===== config.mk =====
export PLATFORM = sky130hd
export DESIGN_NAME = cvmo_cross
export DESIGN_NICKNAME = d
export VERILOG_FILES = /design/src/rtl/core/camera_view_matrix_orthonormalize_unit_defines.svh /design/src/rtl/core/cvmo_pkg.sv /design/src/rtl/core/cvmo_cross.sv
export SDC_FILE = /design/constraint.sdc
export NUM_CORES = 2
export LEC_CHECK = 0
export ABC_AREA = 1
export BUFFER_PORTS_ARGS = -buffer_cell sky130_fd_sc_hd__buf_2
export CAP_MARGIN = 20
export CORE_MARGIN = 5
export CORE_UTILIZATION = 55
export CTS_BUF_LIST = sky130_fd_sc_hd__clkbuf_2 sky130_fd_sc_hd__clkbuf_4 sky130_fd_sc_hd__clkbuf_8
export DETAILED_ROUTE_END_ITERATION = 6
export MAX_ROUTING_LAYER = met4
export PLACE_DENSITY = 0.73
export SYNTH_ARGS = -nofsm -noshare
export SYNTH_HDL_FRONTEND = slang
export SYNTH_SLANG_ARGS = --single-unit

===== constraint.sdc =====
create_clock -name i_clk -period 21 [get_ports i_clk]
set_clock_uncertainty 0.15 [all_clocks]
set_input_delay 4.2 -clock i_clk [delete_from_list [all_inputs] [get_ports i_clk]]
set_output_delay 4.2 -clock i_clk [all_outputs]
set_load 0.01 [all_outputs]

===== src/rtl/core/camera_view_matrix_orthonormalize_unit_defines.svh =====
// Shared assertion macros for the view-matrix orthonormalizer.
`ifndef CAMERA_VIEW_MATRIX_ORTHONORMALIZE_UNIT_DEFINES_SVH
`define CAMERA_VIEW_MATRIX_ORTHONORMALIZE_UNIT_DEFINES_SVH

// Same-cycle implication, gated off during reset.
`define CVMO_ASSERT_SAME(lbl, clk, rst_n, ante, cons) \
    lbl: assert property (@(posedge clk) disable iff (!rst_n) (ante) |-> (cons)) \
        else $error("cvmo check failed");

// Next-cycle implication, gated off during reset.
`define CVMO_ASSERT_NEXT(lbl, clk, rst_n, ante, cons) \
    lbl: assert property (@(posedge clk) disable iff (!rst_n) (ante) |=> (cons)) \
        else $error("cvmo check failed");

`endif


===== src/rtl/core/cvmo_pkg.sv =====
package cvmo_pkg;

    // Field widths: basis Q2.14, position / translation Q16.16
    localparam int BW   = 16;
    localparam int PW   = 32;
    localparam int FRAC = BW - 2;

    // Cross product result width (exact difference of two products)
    localparam int CW = 2 * BW + 1;

    // Unit-vector datapath
    localparam int MAG_W      = CW - 1;
    localparam int NORM_STEPS = $clog2(MAG_W);
    localparam int SQR_W      = 2 * (MAG_W - 1);
    localparam int SUM_W      = SQR_W + 2;
    localparam int ROOT_STEPS = SUM_W / 2;
    localparam int ROOT_W     = ROOT_STEPS + 1;
    localparam int QUO_W      = FRAC + 1;
    localparam int DIV_W      = (MAG_W - 1) + QUO_W + 2;

    // Sideband carried beside a vector: one basis plus the position
    localparam int SIDE_W = 3 * PW + 3 * BW;
    localparam int DATA_W = 9 * BW + 3 * PW;

    typedef struct packed {
        logic [2:0][PW-1:0] pos;
        logic [2:0][BW-1:0] axis;
    } t_side;

    // Stage control shared by every pipeline section
    typedef struct packed {
        logic en;
        logic vld;
    } t_stage_ctl;

endpackage


===== src/rtl/core/cvmo_cross.sv =====
module cvmo_cross #(
    parameter int SW = cvmo_pkg::SIDE_W
) (
    input  logic                             i_clk,
    input  logic                             i_rst_n,
    input  cvmo_pkg::t_stage_ctl             i_ctl,
    input  logic [2:0][cvmo_pkg::BW-1:0]     i_a,
    input  logic [2:0][cvmo_pkg::BW-1:0]     i_b,
    input  logic [SW-1:0]                    i_side,
    output logic                             o_vld,
    output logic [2:0][cvmo_pkg::CW-1:0]     o_vec,
    output logic [SW-1:0]                    o_side
);
    import cvmo_pkg::*;

    localparam int PRW = 2 * BW;

    logic [5:0][PRW-1:0] n_prod;
    logic [5:0][PRW-1:0] r_prod;
    logic [SW-1:0]       r_p_side;
    logic [2:0][CW-1:0]  n_vec;
    logic [2:0][CW-1:0]  r_vec;
    logic [SW-1:0]       r_c_side;
    logic [1:0]          r_vld;

    // six signed products
    always_comb begin
        logic signed [PRW-1:0] ea [0:2];
        logic signed [PRW-1:0] eb [0:2];
        for (int i = 0; i < 3; i++) begin
            ea[i] = $signed(i_a[i]);
            eb[i] = $signed(i_b[i]);
        end
        n_prod[0] = ea[1] * eb[2];
        n_prod[1] = ea[2] * eb[1];
        n_prod[2] = ea[2] * eb[0];
        n_prod[3] = ea[0] * eb[2];
        n_prod[4] = ea[0] * eb[1];
        n_prod[5] = ea[1] * eb[0];
    end

    // exact differences
    always_comb begin
        for (int i = 0; i < 3; i++) begin
            n_vec[i] = {r_prod[2*i][PRW-1], r_prod[2*i]}
                     - {r_prod[2*i+1][PRW-1], r_prod[2*i+1]};
        end
    end

    always_ff @(posedge i_clk) begin
        if (!i_rst_n) begin
            r_vld <= '0;
        end else if (i_ctl.en) begin
            r_vld <= {r_vld[0], i_ctl.vld};
        end
    end

    always_ff @(posedge i_clk) begin
        if (i_ctl.en) begin
            r_prod   <= n_prod;
            r_p_side <= i_side;
            r_vec    <= n_vec;
            r_c_side <= r_p_side;
        end
    end

    assign o_vld  = r_vld[1];
    assign o_vec  = r_vec;
    assign o_side = r_c_side;

endmodule


==> flow_summary.json <==
{
  "max_freq_mhz": 101.7,
  "grt_pass1_wl_um": 385700,
  "clock_latency_ns": 0.84,
  "fp.dieH_um": 412.8,
  "n_fill_cell": 14260,
  "drc_errors": 2,
  "synth.yosys.warnings": 0,
  "timing.final.crit_share": 0.4685,
  "clock_path_buffers": 3,
  "vias_per_cell": 5.141,
  "drt-total-wl_um": 243000,
  "critPathArrivalTime_ns": 10.23,
  "gp_congestion": 0.9374,
  "port_buffers": 487,
  "rr_startpoint": "r_prod[185]",
  "timing.final.ws_setup_ns": 11.16,
  "ioPinCount": 488,
  "cts.sinks": 581,
  "synth_area_sq_um": 89230,
  "antenna_found_initial": 32,
  "drive_above_1_share": 0.06925,
  "dieArea_sq_um": 170400,
  "final_common_cell": "inv_1",
  "cp-end-kind": "flop",
  "whs_ns": 0.2604,
  "post_cts_buffers": 0,
  "syn_nets": 13210,
  "fin_setup_tns_ns": 0,
  "grt_max_degree": 198,
  "grt_overflow": 0,
  "area_delta_synth_final_pct": 7.453,
  "crit_path_start_kind": "input pin",
  "crit_path_end": "r_prod[127]",
  "cts-htree-levels": 3,
  "grt_pass1_vias": 72380,
  "utilization": 0.5958,
  "finalSetupViolations": 0,
  "nets": 13550,
  "coreArea_sq_um": 160900,
  "syn_inst": 10810,
  "vias": 68920,
  "synth-seq-cells": 581,
  "synth_area_per_cell_sq_um": 8.258,
  "first_pass_iters": 7,
  "min_path_type": "reg2reg",
  "slew_headroom": 0.2743,
  "crit_slowest_cell": "fa_1",
  "hold_buffers": 0,
  "grt_usage": 0.2978,
  "layout_common_cells": "inv_1, nand2_1, fa_1",
  "place_ws_ns": 10.40,
  "tritoncts": "done",
  "rows": 147,
  "rsz0062_at_grt": "no",
  "yosysSeqAreaShare": 0.1953,
  "wl_per_cell_um": 18.12,
  "yosysUniqueCellTypes": 32,
  "status": "complete, but fails checks",
  "min_period_ns": 9.838,
  "cap_viol_max_count": 0,
  "critPathMaxStageDelay_ns": 0.92,
  "die_w_um": 412.8,
  "clk_pin_slew_ns": 0.07,
  "r2r-end": "o_vec[94]",
  "r2r_setup_slack_ns": 18.49,
  "crit_fanout": 32,
  "clockRootBuffer": "clkbuf_8",
  "cts_resized": 0,
  "cts_buffers": 100,
  "final_hold_viol_count": 0,
  "crit_chain": "buf_2, nand2_1, inv_1, fa_1, fa_1, fa_1, fa_1, fa_1, inv_1, fa_1, inv_1, ha_1, nand2_1, nor2_1, nand2_1, nor3_1, nand2_1, inv_1, nor2_1, nand2_1, nand2_1",
  "violations": "design-rule violations",
  "initial_core_util": 0.5544,
  "criticalPathCategory": "in2reg",
  "ff2ff_path_depth": 9,
  "worstMarginPinSlew_ns": 1.089,
  "critPathRequiredTime_ns": 21.40,
  "dp_hpwl_um": 197300,
  "drv_slew": 0,
  "cp-startpoint": "i_b[33]",
  "drt_iter0_drc": 4905,
  "antenna_left": 0
}
## state kept, by name (all words and copies together) (netlist names)
name / count
o_side: 144
r_prod: 192
r_p_side: 144
r_vld: 2
o_vec: 99
## layer usage
| metal | wire length (um) | GRT usage | vias to the layer above | share of wire |
|---|---|---|---|---|
| li1 | - | - | 31960 | - |
| met1 | 97780 | 0.3844 | 33820 | 0.40 |
| met2 | 116400 | 0.4841 | 2611 | 0.48 |
| met3 | 20070 | 0.04728 | 535 | 0.083 |
| met4 | 8688 | 0.1016 | 0 | 0.036 |
| met5 | 0 | - | - | 0 |
## cells by family (layout without fill, tap and decap cells)
| group | count (synthesis) | after routing | synth area share |
|---|---|---|---|
| AOI/OAI and AO/OA | 372 | 372 | 0.02291 |
| xor gates and xnor gates | 170 | 170 | 0.01669 |
| adders and majority gates | 2163 | 2163 | 0.4358 |
| buffers and inverters | 3522 | 3938 | 0.1482 |
| DFF | 581 | 581 | 0.1953 |
| other | 0 | 26 | 0 |
| and+or+nand+nor | 3997 | 3997 | 0.1811 |
## layout make-up
type                            count  area, sq um  area share
Multi-Input combinational cell   6702        58580      0.6110
Sequential cell                   581        17430      0.1818
Inverter                         3236        12150      0.1267
Timing Repair Buffer              518         2713     0.02829
Tap cell                         2160         2703     0.02819
Clock buffer                      112         1466     0.01529
Clock inverter                     72        777.0    0.008104
Antenna cell                       26        65.06   0.0006786
## Yosys cell counts (all sizes together)
master | n | area share
inv | 3234 | 0.14
nand2 | 3078 | 0.13
fa | 1575 | 0.35
ha | 588 | 0.082
edfxtp | 579 | 0.19
nor2 | 420 | 0.019
nand3 | 291 | 0.017
clkbuf | 282 | 0.012
a21oi | 223 | 0.013
xor2 | 148 | 0.015
nand4 | 102 | 0.0072
o21ai | 73 | 0.0041
nor3 | 66 | 0.0045
o21bai | 59 | 0.0050
xnor2 | 22 | 0.0022
nand3b | 12 | 0.0010
nor4 | 12 | 0.00084
and2 | 10 | 0.00070
a21o | 8 | 0.00067
a31oi | 6 | 0.00042
or2 | 6 | 0.00042
buf | 4 | 0.00017
a21boi | 3 | 0.00025
clkinv | 2 | 0.000084
dfxtp | 2 | 0.00045
## per-stage QoR
stage,area (sq um),std cells
after floorplan,89230,10810
after CTS,95820,13380
after global placement,93540,13200
final,95880,13410
after global routing,95870,13400
after detailed placement,93570,13200
## how the worst min path moves through the flow
stage,endpoint,depth (start not counted),slack (ns),startpoint
floorplan,o_side[0],0,0.25,r_p_side[0]
global placement,o_side[135],0,0.25,r_p_side[135]
detailed placement,o_side[10],0,0.25,r_p_side[10]
CTS,o_side[37],0,0.26,r_p_side[37]
global route,o_side[137],0,0.27,r_p_side[137]
finish,o_side[62],0,0.26,r_p_side[62]
## worst max-delay path, delay by kind of cell
| kind | cells | cell delay (ns) |
|---|---|---|
| adders and majority gates | 7 | 3.91 |
| buffers and inverters | 5 | 1.00 |
| and+or+nand+nor | 9 | 1.08 |
Power is left out: the tool's default activity adds up to more than one toggle a clock period on the data nets, which glitch-free logic cannot reach.
